<file path="src/hdl/lts_pkg.sv">
`default_nettype none

package lts_pkg;

   localparam int MaxTokenLength = 255;
   localparam int FifoDepth      = 4;

   typedef enum logic [2:0] {
      KIND_NUMBER = 3'd0,
      KIND_IDENT  = 3'd1,
      KIND_IF     = 3'd2,
      KIND_FOR    = 3'd3,
      KIND_WHILE  = 3'd4,
      KIND_PRINT  = 3'd5,
      KIND_CHAR   = 3'd6,
      KIND_END    = 3'd7
   } token_kind_type;

   typedef enum logic [2:0] {
      MODE_START  = 3'b001,
      MODE_NUMBER = 3'b010,
      MODE_IDENT  = 3'b100
   } scan_mode_type;

   typedef struct packed {
      logic           last;
      logic [63:0]    text;
      logic [7:0]     length;
      token_kind_type kind;
   } token_type;

   // keyword spellings, first byte in the lowest byte
   localparam logic [63:0] KwIfText    = 64'h0000_0000_0000_6669;
   localparam logic [63:0] KwForText   = 64'h0000_0000_0072_6f66;
   localparam logic [63:0] KwWhileText = 64'h0000_0065_6c69_6877;
   localparam logic [63:0] KwPrintText = 64'h0000_0074_6e69_7270;

   function automatic logic is_digit(input logic [7:0] c);
      return c inside {[8'h30:8'h39]};
   endfunction

   function automatic logic is_alpha(input logic [7:0] c);
      return c inside {[8'h41:8'h5a], [8'h61:8'h7a], 8'h5f};
   endfunction

   function automatic logic is_space(input logic [7:0] c);
      return c inside {8'h20, [8'h09:8'h0d]};
   endfunction

   // kind of a finished identifier run: keyword only on exact length and bytes
   function automatic token_kind_type ident_kind(input logic [7:0] len,
                                                 input logic [63:0] text);
      token_kind_type kind;
      kind = KIND_IDENT;
      if (len == 8'd2 && text == KwIfText) kind = KIND_IF;
      if (len == 8'd3 && text == KwForText) kind = KIND_FOR;
      if (len == 8'd5 && text == KwWhileText) kind = KIND_WHILE;
      if (len == 8'd5 && text == KwPrintText) kind = KIND_PRINT;
      return kind;
   endfunction

endpackage

`default_nettype wire

</file>
<file path="src/hdl/lexical_token_scanner_top.sv">
`default_nettype none

// Byte-serial lexical scanner.
// req channel: one source byte per request in req_tdata, or an end-of-input
//   mark on req_tuser. Whitespace is dropped; digit runs become number tokens,
//   letter/underscore runs become identifier or keyword (if, for, while, print)
//   tokens; any other byte is a one-byte token; end of input gives an end token.
// rsp channel: up to two tokens per request; rsp_tlast marks the last token caused
//   by a request. A byte that ends an open run yields the run's token and, if it is
//   a plain char or end of input, its own token. Tokens are written into the queue
//   when their request is taken. Throughput: one request per cycle while each gives
//   at most one token and rsp_tready stays high; a two-token request costs an extra
//   transfer. The rate is set by the single rsp port draining a four-entry queue.
// The queue decouples the sides: req_tready depends only on queue fill (at
//   least two free slots), so requests keep flowing while a token waits.
// When the receiver stalls, tokens pile up in the queue and req_tready drops
//   once fewer than two slots are free; nothing is lost.
// Reset (synchronous, active high) empties the queue and returns the scanner
// to start mode with an empty run.
module lexical_token_scanner_top #(
   parameter int MAX_TOKEN_LENGTH = lts_pkg::MaxTokenLength
) (
   input  wire logic        clock,
   input  wire logic        reset,
   input  wire logic        req_tvalid,
   output logic             req_tready,
   input  wire logic [7:0]  req_tdata,   // [7:0] ch
   input  wire logic        req_tuser,   // [0] end_of_input
   output logic             rsp_tvalid,
   input  wire logic        rsp_tready,
   output logic [79:0]      rsp_tdata,   // [2:0] token_kind, [10:3] token_length,
                                         // [74:11] text_head, [79:75] zero
   output logic             rsp_tlast    // last_of_run
);

   localparam int SatLimit = (MAX_TOKEN_LENGTH > 255) ? 255 : MAX_TOKEN_LENGTH;
   localparam int PtrWidth = $clog2(lts_pkg::FifoDepth);
   localparam int CntWidth = $clog2(lts_pkg::FifoDepth + 1);

   // scanner state
   lts_pkg::scan_mode_type mode_ff, mode_in;
   logic [7:0]             run_len_ff, run_len_in;
   logic [63:0]            head_ff, head_in;

   // token queue
   lts_pkg::token_type     fifo_ff [lts_pkg::FifoDepth];
   logic [PtrWidth-1:0]    wr_ptr_ff, rd_ptr_ff;
   logic [CntWidth-1:0]    count_ff;

   logic                   req_fire, rsp_fire;
   logic [7:0]             ch;
   logic                   eoi;
   logic                   run_open, run_goes_on, flush, has_start;
   logic [8:0]             len_inc;
   lts_pkg::token_type     flush_tok, start_tok, tok_a, tok_b;
   logic [1:0]             push_n;

   assign req_tready = count_ff <= CntWidth'(lts_pkg::FifoDepth - 2);
   assign req_fire   = req_tvalid && req_tready;
   assign rsp_tvalid = count_ff != '0;
   assign rsp_fire   = rsp_tvalid && rsp_tready;
   assign ch         = req_tdata;
   assign eoi        = req_tuser;
   assign len_inc    = {1'b0, run_len_ff} + 9'd1;

   always_comb begin
      run_open    = 1'b0;
      run_goes_on = 1'b0;
      case (mode_ff)
         lts_pkg::MODE_NUMBER: begin
            run_open    = 1'b1;
            run_goes_on = !eoi && lts_pkg::is_digit(ch);
         end
         lts_pkg::MODE_IDENT: begin
            run_open    = 1'b1;
            run_goes_on = !eoi && (lts_pkg::is_alpha(ch) || lts_pkg::is_digit(ch));
         end
         default: begin
            run_open    = 1'b0;
            run_goes_on = 1'b0;
         end
      endcase
   end

   // token for a run that the current request closes
   always_comb begin
      flush_tok        = '0;
      flush_tok.length = run_len_ff;
      flush_tok.text   = head_ff;
      flush_tok.kind   = (mode_ff == lts_pkg::MODE_NUMBER) ? lts_pkg::KIND_NUMBER
                         : lts_pkg::ident_kind(run_len_ff, head_ff);
   end

   always_comb begin
      mode_in    = mode_ff;
      run_len_in = run_len_ff;
      head_in    = head_ff;
      flush      = 1'b0;
      has_start  = 1'b0;
      start_tok  = '0;
      if (req_fire) begin
         if (run_open && run_goes_on) begin
            // extend the run: keep the first eight bytes, saturate the length
            if (run_len_ff < 8'd8) begin
               head_in = head_ff | ({56'd0, ch} << {run_len_ff[2:0], 3'b000});
            end
            run_len_in = (len_inc > 9'(SatLimit)) ? 8'(SatLimit) : len_inc[7:0];
         end else begin
            flush      = run_open;
            mode_in    = lts_pkg::MODE_START;
            run_len_in = '0;
            head_in    = '0;
            // rescan this byte from start mode
            if (eoi) begin
               has_start      = 1'b1;
               start_tok.kind = lts_pkg::KIND_END;
            end else if (lts_pkg::is_digit(ch)) begin
               mode_in    = lts_pkg::MODE_NUMBER;
               run_len_in = 8'd1;
               head_in    = {56'd0, ch};
            end else if (lts_pkg::is_alpha(ch)) begin
               mode_in    = lts_pkg::MODE_IDENT;
               run_len_in = 8'd1;
               head_in    = {56'd0, ch};
            end else if (!lts_pkg::is_space(ch)) begin
               has_start        = 1'b1;
               start_tok.kind   = lts_pkg::KIND_CHAR;
               start_tok.length = 8'd1;
               start_tok.text   = {56'd0, ch};
            end
         end
      end
   end

   // order the tokens of this request and mark the last one
   always_comb begin
      tok_a = '0;
      tok_b = '0;
      if (flush) begin
         tok_a      = flush_tok;
         tok_a.last = !has_start;
         tok_b      = start_tok;
         tok_b.last = 1'b1;
         push_n     = has_start ? 2'd2 : 2'd1;
      end else begin
         tok_a      = start_tok;
         tok_a.last = 1'b1;
         push_n     = {1'b0, has_start};
      end
   end

   always_ff @(posedge clock) begin
      if (reset) begin
         mode_ff    <= lts_pkg::MODE_START;
         run_len_ff <= '0;
         head_ff    <= '0;
         wr_ptr_ff  <= '0;
         rd_ptr_ff  <= '0;
         count_ff   <= '0;
      end else begin
         mode_ff    <= mode_in;
         run_len_ff <= run_len_in;
         head_ff    <= head_in;
         wr_ptr_ff  <= wr_ptr_ff + PtrWidth'(push_n);
         if (rsp_fire) begin
            rd_ptr_ff <= rd_ptr_ff + PtrWidth'(1);
         end
         count_ff   <= count_ff + CntWidth'(push_n) - CntWidth'(rsp_fire);
      end
   end

   // queue storage
   always_ff @(posedge clock) begin
      if (push_n != 2'd0) begin
         fifo_ff[wr_ptr_ff] <= tok_a;
      end
      if (push_n == 2'd2) begin
         fifo_ff[wr_ptr_ff + PtrWidth'(1)] <= tok_b;
      end
   end

   assign rsp_tdata = {5'd0, fifo_ff[rd_ptr_ff].text, fifo_ff[rd_ptr_ff].length,
                       fifo_ff[rd_ptr_ff].kind};
   assign rsp_tlast = fifo_ff[rd_ptr_ff].last;

   // queue never overfills
   a_fifo_bound: assert property (@(posedge clock) disable iff (reset)
      count_ff <= CntWidth'(lts_pkg::FifoDepth))
      else $error("token queue overflow");

   // start mode always holds an empty run
   a_start_empty: assert property (@(posedge clock) disable iff (reset)
      mode_ff == lts_pkg::MODE_START |-> run_len_ff == '0 && head_ff == '0)
      else $error("stale run in start mode");

   // end of input closes everything
   a_eoi_start: assert property (@(posedge clock) disable iff (reset)
      req_fire && eoi |=> mode_ff == lts_pkg::MODE_START)
      else $error("scanner not in start mode after end of input");

   // an open run always holds at least one byte
   a_run_nonempty: assert property (@(posedge clock) disable iff (reset)
      mode_ff != lts_pkg::MODE_START |-> run_len_ff != '0)
      else $error("open run with zero length");

endmodule

`default_nettype wire

</file>
<file path="config.mk">
export PLATFORM = sky130hd
export DESIGN_NAME = lexical_token_scanner_top
export DESIGN_NICKNAME = d
export VERILOG_FILES = /design/src/hdl/lts_pkg.sv /design/src/hdl/lexical_token_scanner_top.sv
export SDC_FILE = /design/constraint.sdc
export NUM_CORES = 1
export LEC_CHECK = 0
export ABC_CLOCK_PERIOD_IN_PS = 3190
export BUFFER_PORTS_ARGS = -buffer_cell sky130_fd_sc_hd__buf_2
export CORE_ASPECT_RATIO = 0.75
export CORE_UTILIZATION = 55
export CTS_CLUSTER_SIZE = 28
export DETAILED_ROUTE_END_ITERATION = 7
export PLACE_DENSITY = 0.84
export SLEW_MARGIN = 10
export SYNTH_ARGS = -nofsm -noshare
export SYNTH_HDL_FRONTEND = slang
export SYNTH_SLANG_ARGS = --single-unit
</file>
<file path="constraint.sdc">
create_clock -name clock -period 3.19 [get_ports clock]
set_input_delay 0.1595 -clock clock [delete_from_list [all_inputs] [get_ports clock]]
set_output_delay 0.1595 -clock clock [all_outputs]
set_load 0.01 [all_outputs]
</file>
* Yosys cells after proc, flatten, opt, wreduce, memory -nomap -nowiden
Memories as Yosys holds them, arrays and structs flattened. A register that Yosys moved wholly into a read port is not among the register bits.
Cells that the tools add are included.
** Operators by class
- Reduce and logical (&&, ||, !) cells :: 23
- $lt $le $gt $ge :: 11
- Shift-type cells :: 1
- Mux-type cells :: 45
- Equality and inequality tests :: 13
- Bitwise operators :: 2
- $add $sub $neg :: 6
** Operator list (count)
- two-way mux 75 bit :: 4
- two-way mux 76 bit :: 2
- equality test 64 x 39 -> 1 bit, second input constant :: 2
- two-way mux 64 bit :: 2
- two-way mux 72 bit :: 1
- equality test 64 x 15 -> 1 bit, second input constant :: 1
- equality test 64 x 23 -> 1 bit, second input constant :: 1
- bitwise OR 64 bit :: 1
- left shift 8 x 6 -> 64 bit :: 1
- two-way mux 8 bit :: 5
- two-way mux 3 bit :: 8
- two-way mux 19 bit :: 1
- equality test 8 x 2 -> 1 bit, second input constant :: 2
- greater-or-equal comparator 8 x 7 -> 1 bit, second input constant :: 2
- <= comparator 8 x 7 -> 1 bit, second input constant :: 2
- two-way mux 1 bit :: 16
- logical AND 1 bit :: 13
- two-way mux 2 bit :: 5
- adder 8 x 1 -> 9 bit, second input constant :: 1
- > comparator 9 x 8 -> 1 bit, second input constant :: 1
- equality test 8 x 3 -> 1 bit, second input constant :: 1
- equality test 8 x 6 -> 1 bit, second input constant :: 1
- equality test 8 x 7 -> 1 bit, second input constant :: 1
- greater-or-equal comparator 8 x 4 -> 1 bit, second input constant :: 1
- 21 further kinds :: 26
** Storage, ports and cells
- Word-level logic and storage cells :: 108
- Output and inout bits :: 83
- Register bits after elaboration :: 82
- Memories kept :: 1
- Bits of input ports :: 13
- Memory bits (writable) :: 304
** Memory list
- fifo_ff :: words 4, bits a word 76, read ports 1, clocked after memory_dff 1, wr ports 2, RTL line lexical_token_scanner_top.sv:46 : lts_pkg::token_type fifo_ff [lts_pkg::FifoDepth];

* Logic depth before layout (Yosys ltp)
Gate-level depths: netlist of the first run.
- Depth after elaboration :: 14
- Gate-level depth with buffers :: 17
- Gate-level depth less buffers :: 15

* Worst setup path after synthesis of the first run
OpenSTA, ideal clock, no wires.
- Kind :: input-to-reg
- Start point :: in req_tdata[0]
- End point :: mem fifo_ff[2][0] (netlist bit), enable pin
- Required time :: 2.841 ns
- Cell stages on the path :: 14
- Path slack :: -0.309 ns
- Buffers on the path :: 3
- Arrival :: 3.150 ns
- Setup time :: 0.349 ns
- Cells stage by stage :: or2_0 or4_4 inv_1 o21ai_1 and2_1 buf_4 nor3_1 ha_1 clkbuf_1 inv_1 nor3b_1 nor2_1 clkbuf_1 inv_1
** RTL lines
- from (decl) :: RTL line lexical_token_scanner_top.sv:27 : input wire logic [7:0] req_tdata,
- to (decl) :: RTL line lexical_token_scanner_top.sv:46

==> run summary, run 1 <==
Cell family contributing the most delay on the critical path - simple AND/OR/NAND/NOR gates
Worst Path Buf+Inv - 0
Starting Density - 55.84%
Routed len/inst - 24.62 µm
Finished Cell Area - 18740 µm²
Port Buffers - 90
DRT antenna net count - 0
CP Cell Sequence - nor4_1 -> nand4_1 -> nor4_1 -> nand4_1 -> a21oi_1 -> nand3_1 -> o221ai_1
Sequential cell area fraction in the yosys report - 51.09%
Max Cap Violations - 0
Vias in the first global route - 12387
Synth Flop Type - dfxtp_1
Hold WC Path Type - input port to register
Slew margin rel. - 44.96%
Total Routed Length - 44840 µm
Mapped cell area - 16220 µm²
Reg area - 8297 µm²
Gate power share - 17.1%
Placed wire-length estimate - 29350 µm
Die footprint - 30190 µm²
Layout cells sized above 1 - 24.70%
Pint - 8467 µW
Placer Congestion - 0.9536
First-pass GRT wire length - 70170 µm
Grt ovf - 0
Height of the chip - 150.7 µm
Max-slew violations - 0
Ant diodes - 0
Htree depth - 2
Vias per inst - 7.057
Switching power - 3312 µW
Resized cells post-CTS - 0
Switching Fraction - 28.12%
Count of different cell masters after synthesis - 75
Area delta synth->final - 15.55%
Pre-antenna DRT Iters - 6
Clk slew on worst S/H paths - 0.07 ns
Setup ws final - 0.1012 ns
Pre-CTS setup slack - -0.1049 ns
CTS sink cnt - 388
Most common cell after layout, fill and taps aside - dfxtp_1
Max Freq - 0.3237 GHz
Clock network fraction of design power - 37.7%
Fin crit period - 3.089 ns
Filler cells - 2187
Element type at the critical path start - register
Clk buf depth - 3
Final cycle utilization of the critical path - 96.83%
GRT Total Usage - 29.68%
Final Skew - 0.02127 ns
Crit. End Element - register
Max VDD drop - 0.4009 mV
Dpl cell area - 17520 µm²
Initial antenna violation count - 0
IO Pins - 96
CP max-delay cell - nor4_1
Multi-input logic area - 7184 µm²
Core area - 29050 µm²
Crit Path Category - register to register
Critical path arrival - 3.46 ns
Max FO, Critical Path - 6
Required time of the critical path - 3.56 ns
Status - completed
Postcts setup bufs - 0
Endpoints failing hold - 0
Final design utilization - 64.52%
Starting DRT DRC Count - 1526
DRC - 0
Setup_tns - 0 ns
Die span in x - 200.3 µm
Yosys reg bits - 388
TritonCTS Buffers - 36
Highest-count cells in the layout ignoring fill and taps - dfxtp_1 (333), a32o_1 (281), buf_2 (90), mux4_2 (76), buf_4 (72)
CTS Root Cell - clkbuf_16
Worst Max-Slew Pin Slew - 0.8257 ns
Lkg Pwr - 0.006643 µW
CP max stage delay - 0.70 ns
Unrepaired setup endpoints after global routing - no
Avg Cell Area, Syn - 12.15 µm²
Synth Instances - 1335
Final setup fails - 0
Cts hold-fix bufs - 0
EDFF count, synth - 52
Core Rows - 54
Nets - 1426
Cell Pwr Density - 628.4 nW/µm²
Clk_lat worst skew - 0.55 ns
Synth async-reset ratio - 0%
Vias - 12850
Synth warn - 0
Overall power - 11780 µW
Seq pwr share - 45.2%
CTS tree - done
Pin count of the biggest net entering global routing - 80
[area by class of cell]
class                   count  area share, %
clock inverters            11         0.6542
flip-flops and latches    388          44.26
well taps                 392          2.617
inverters                  16         0.3204
clock buffers              53          5.861
repair buffers            187          7.957
multi-input cells         774          38.33
[worst paths after layout]
path	end	startpoint	cells past startpoint	slack [ns]
max	fifo_ff[1][1]	head_ff[24]	7	0.10
max reg2reg	fifo_ff[1][1]	head_ff[24]	7	0.10
min reg2reg	fifo_ff[1][8]	fifo_ff[1][8]	1	0.46
min	head_ff[1]	req_tdata[1]	3	0.05
[cells in the mapped netlist, drive strengths merged, types with 3 or more instances]
cell | count | area, µm²
a21oi | 18 | 93.84
a22o | 5 | 43.79
nand3 | 14 | 70.07
buf | 64 | 407.9
or3 | 6 | 37.54
mux4 | 76 | 1712
a32oi | 3 | 26.28
nor2b | 3 | 18.77
o21ai | 24 | 131.4
nand4 | 17 | 112.6
xnor2 | 3 | 26.28
and2 | 8 | 52.55
o22ai | 3 | 18.77
edfxtp | 52 | 1562
nand4b | 4 | 35.03
ha | 9 | 112.6
a22oi | 4 | 30.03
nor3 | 66 | 335.3
dfxtp | 336 | 6726
xor2 | 5 | 43.79
a32o | 281 | 2813
o2bb2ai | 5 | 43.79
or2 | 3 | 18.78
nand3b | 7 | 52.55
and3 | 3 | 18.77
or4 | 4 | 33.78
o21a | 51 | 382.9
nand2b | 4 | 25.02
clkbuf | 97 | 364.1
o221ai | 6 | 52.55
inv | 16 | 60.06
nor3b | 3 | 22.52
nor4 | 10 | 62.56
a31oi | 12 | 75.07
nor4b | 3 | 26.28
nand2 | 43 | 161.4
nor2 | 39 | 153.9
a211oi | 3 | 27.52
[sequential cells by signal (all words and copies together), names as in the netlist, named ones only]
| name | flops |
|---|---|
| wr_ptr_ff | 2 |
| run_len_ff | 8 |
| mode_ff | 3 |
| head_ff | 64 |
| rd_ptr_ff | 2 |
| fifo_ff | 304 |
| count_ff | 3 |
[power groups by stage]
stage	combinational (µW)	sequential, µW	clock, µW
after floorplan	1360	5240	0
after global placement	1950	5430	0
after detailed placement	1980	5440	0
after CTS	1990	5330	4470
after global routing	2110	5360	4690
final	2010	5330	4440
[per-layer routing]
layer  vias up  routed length (µm)  global-route usage [%]
met2       787               20820                   47.27
met1      6395               18040                   41.36
met4         0                1153                   10.50
li1       5575                   -                       -
met3        93                4835                   4.654
met5         -                   0                       0
[through the flow]
step,std cells,hold WS (ns)
final,1821,0.04715
after global placement,1757,0.4401
after global routing,1821,0.06156
after detailed placement,1757,0.4502
after CTS,1821,0.03476
after floorplan,1339,0.4109
[worst reg2reg max path: cells and delay by family, from the launching register on]
kind,cells,cell delay [ns]
and+or+nand+nor,5,1.99
DFF,1,0.41
AOI/OAI and AO/OA,2,0.51
[cells by family after synthesis]
family                   after synthesis  share of synthesized area (%)
flip-flops                           388                          51.09
adder cells (fa/ha/maj)               10                         0.8176
other                                  1                        0.02312
AND/OR/NAND/NOR                      245                          8.083
AO/OA/AOI/OAI                        429                          23.81
multiplexers                          77                          10.61
XOR/XNOR                               8                         0.4319
buffers and inverters                177                          5.129
No activity file was read; power rests on OpenSTA's default activity.
==> inputs of run 2 (changes only) <==
--- a/config.mk
+++ b/config.mk
@@ -5,13 +5,14 @@
 export SDC_FILE = /design/constraint.sdc
 export NUM_CORES = 1
 export LEC_CHECK = 0
-export ABC_CLOCK_PERIOD_IN_PS = 3190
+export ABC_AREA = 1
+export ABC_CLOCK_PERIOD_IN_PS = 3360
 export BUFFER_PORTS_ARGS = -buffer_cell sky130_fd_sc_hd__buf_2
 export CORE_ASPECT_RATIO = 0.75
-export CORE_UTILIZATION = 55
+export CORE_UTILIZATION = 62
 export CTS_CLUSTER_SIZE = 28
 export DETAILED_ROUTE_END_ITERATION = 7
-export PLACE_DENSITY = 0.84
+export PLACE_DENSITY = 0.89
 export SLEW_MARGIN = 10
 export SYNTH_ARGS = -nofsm -noshare
 export SYNTH_HDL_FRONTEND = slang
==> constraint.sdc (replaced) <==
create_clock -name clock -period 3.36 [get_ports clock]
set_input_delay 0.168 -clock clock [delete_from_list [all_inputs] [get_ports clock]]
set_output_delay 0.168 -clock clock [all_outputs]
set_load 0.01 [all_outputs]
==> run 2 against run 1 <==
  * The run now ends with DRC left
  * Combinational power is 57% higher
  * Register-to-register slack better by 0.30 ns
  * Largest cell class is now multi-input combinational cells
  * Die area is 1.0% higher
  * Setup slack better by 0.30 ns
  * Clock skew is 0.0048 ns higher
==> run summary, run 2 <==
Max FO, Critical Path - 7 (+1)
Lkg Pwr - 0.009095 µW (+37%)
Crit path launch - mode_ff[2]
GRT Total Usage - 39.58% (+9.9 points)
Worst hold stages - 4 (+1)
Starting DRT DRC Count - 3244 (+110%)
Ant diodes - 0 (unchanged)
Seq pwr share - 40.0% (-5.2 points)
Fin crit period - 2.954 ns (-0.1344 ns)
First-pass GRT wire length - 95450 µm (+36%)
Gate power share - 25.3% (+8.2 points)
Final cycle utilization of the critical path - 87.93% (-8.9 points)
Max-slew violations - 0 (unchanged)
IO Pins - 96 (unchanged)
Grt ovf - 0 (unchanged)
DRT antenna net count - 0 (unchanged)
Htree depth - 2 (unchanged)
Synth Area in Adders - 0.7178% (-0.10 points)
Synth Instances - 2643 (+98%)
Pin count of the biggest net entering global routing - 85 (+6.3%)
Max VDD drop - 0.4551 mV (+14%)
Height of the chip - 151.5 µm (+0.51%)
Total Routed Length - 61640 µm (+37%)
DRC - 2 (+2)
Finished Cell Area - 20550 µm² (+9.6%)
FF-to-FF path depth - 16 (+9)
Dpl cell area - 19290 µm² (+10%)
Top post-synthesis cells by count - nand2_1 (711), nand3_1 (416), dfxtp_1 (336)
Vias - 19227 (+50%)
Clock network fraction of design power - 34.8% (-2.9 points)
Area contributors post-synth - dfxtp_1 (36%), nand2_1 (14%), nand3_1 (11%)
Setup_tns - 0 ns (unchanged)
Mapped cell area - 18480 µm² (+14%)
Switching power - 4282 µW (+29%)
Avg Cell Area, Syn - 6.991 µm² (-42%)
Vias in the first global route - 17399 (+40%)
Cell Pwr Density - 608.6 nW/µm² (-3.1%)
Worst Max-Slew Pin Slew - 0.9647 ns (+0.1390 ns)
Switching Fraction - 34.24% (+6.1 points)
Vias per inst - 6.269 (-11%)
Count of different cell masters after synthesis - 38 (-49%)
Slew margin rel. - 35.69% (-9.3 points)
Synth area leader - dfxtp_1
Max Freq - 0.3385 GHz (+4.6%)
EDFF count, synth - 52 (unchanged)
Final setup fails - 0 (unchanged)
Crit Path Category - register to register
Hold WC Path Type - input port to register
Element type at the critical path start - register
Hold Path Origin - rsp_tready
R2R Path Start - mode_ff[2]
Clk_lat worst skew - 0.56 ns (about the same)
Die footprint - 30500 µm² (+1.0%)
Port Buffers - 90 (unchanged)
Top flop regs - fifo_ff x304, head_ff x64, run_len_ff x8
Crit. End Element - register
Max Cap Violations - 0 (unchanged)
FF-to-FF End - count_ff[2]
Met2 wire length - 25970 µm (+25%)
Core Rows - 54 (unchanged)
Critical path arrival - 3.44 ns (-0.02 ns)
Post-synthesis compound-gate area fraction - 10.21% (-14 points)
Synth top area share - 36.41% (-5.1 points)
Highest-count cells in the layout ignoring fill and taps - nand2_1 (711), nand3_1 (416), dfxtp_1 (334), nor2_1 (312), o21ai_0 (170)
Synth Flop Type - dfxtp_1
Yosys reg bits - 388 (unchanged)
XOR/XNOR Fraction of Synth Area - 0.09481% (-0.34 points)
Area delta synth->final - 11.23%
Main combinational cell family by area after synthesis - simple AND/OR/NAND/NOR gates
Postcts setup bufs - 0 (unchanged)
Pint - 8226 µW (-2.8%)
Unrepaired setup endpoints after global routing - no
CTS sink cnt - 388 (unchanged)
Required time of the critical path - 3.84 ns (+0.28 ns)
Largest register FFs - 304 (unchanged)
Largest Register - fifo_ff
Resized cells post-CTS - 0 (unchanged)
TritonCTS Buffers - 38 (+5.6%)
Most common cell after layout, fill and taps aside - nand2_1
Starting Density - 63.30% (+7.5 points)
Die span in x - 201.3 µm (+0.51%)
Core area - 29190 µm² (+0.47%)
Status - finished with violations
Top Layer Used - met5
Multiplexer share of the synthesized area - 0% (-11 points)
Placed wire-length estimate - 40010 µm (+36%)
Sequential cell area fraction in the yosys report - 44.86% (-6.2 points)
Final design utilization - 70.41% (+5.9 points)
Initial antenna violation count - 1 (+1)
Nets - 2670 (+87%)
Synth warn - 0 (unchanged)
Top-count cell post-synth - nand2_1
Synth async-reset ratio - 0% (unchanged)
Slack of the worst reg-to-reg path - 0.41 ns (+0.30 ns)
CTS tree - done
Layout cells sized above 1 - 10.69% (-14 points)
M1 WL - 23900 µm (+33%)
Overall power - 12510 µW (+6.2%)
Endpoints failing hold - 0 (unchanged)
Failing checks - DRC
Pre-antenna DRT Iters - 8 (+2)
Simple-Gate Fraction of Synth Area - 36.78% (+29 points)
Placer Congestion - 1.022 (+7.2%)
Final Skew - 0.02603 ns (+0.004767 ns)
Cts hold-fix bufs - 0 (unchanged)
Routed len/inst - 20.10 µm (-18%)
Clk slew on worst S/H paths - 0.07 ns (about the same)
CTS Root Cell - clkbuf_16
Met3 WL - 9704 µm (+100%)
Clk buf depth - 3 (unchanged)
run 2: cells by family (layout without fill, tap and decap cells):
family          count (synthesis)  count (layout)
xor+xnor                        2               2
other cells                     1               5
buf+inv                       333             361
simple gates                 1558            1558
flops                         388             388
fa+ha+maj                      10              10
compound gates                351             351
run 2: cell type report:
| cell class | instances | area (µm²) |
|---|---|---|
| multi-input cells | 1926 | 8877 |
| fillers | 2287 | 8637 |
| flip-flops and latches | 388 | 8293 |
| clock buffers | 58 | 1189 |
| repair buffers | 160 | 1126 |
| inverters | 133 | 501.7 |
| well taps | 392 | 490.5 |
| clock inverters | 10 | 73.82 |
run 2: power groups by stage:
stage               combinational, µW  sequential (µW)  clock [µW]
finish                           3160             5000        4350
CTS                              3050             4990        4340
global route                     3350             5010        4520
floorplan                        1920             4990           0
global placement                 2970             5090           0
detailed placement               3030             5090           0
run 2: how the worst max path moves through the flow:
stage | to | slack (ns) | depth (start not counted)
2_1_floorplan | fifo_ff[2][0] | 0.37 | 15
3_3_place_gp | count_ff[2] | 0.28 | 18
3_5_place_dp | count_ff[2] | 0.19 | 18
4_1_cts | count_ff[2] | 0.44 | 16
5_1_grt | count_ff[2] | 0.22 | 16
6_report | count_ff[2] | 0.41 | 16
run 2: per-layer routing:
metal,vias to the layer above,GRT usage [%]
li1,8731,-
met1,8766,55.53
met2,1518,58.17
met3,210,11.27
met4,2,14.05
met5,-,0
run 2: worst max-delay path, stage by stage, from the launching register on:
cell and delay [ns]:
dfxtp_1 0.35, inv_1 0.06, nor3_2 0.28, nor2_4 0.11
inv_2 0.12, nand2_4 0.08, nand3_4 0.09, inv_2 0.08
ha_1 0.35, inv_1 0.06, ha_1 0.27, inv_1 0.04
ha_1 0.20, fa_1 0.39, xor2_1 0.20, o21ai_0 0.09
a21oi_1 0.14
run 2: through the flow:
| step | hold WS [ns] | cells | setup WS, ns |
|---|---|---|---|
| after floorplan | 0.2448 | 2647 | 0.3727 |
| after global placement | 0.4451 | 2999 | 0.2830 |
| after detailed placement | 0.4552 | 2999 | 0.1921 |
| after CTS | 0.01845 | 3067 | 0.4365 |
| after global routing | 0.05904 | 3067 | 0.2172 |
| final | 0.02460 | 3067 | 0.4056 |
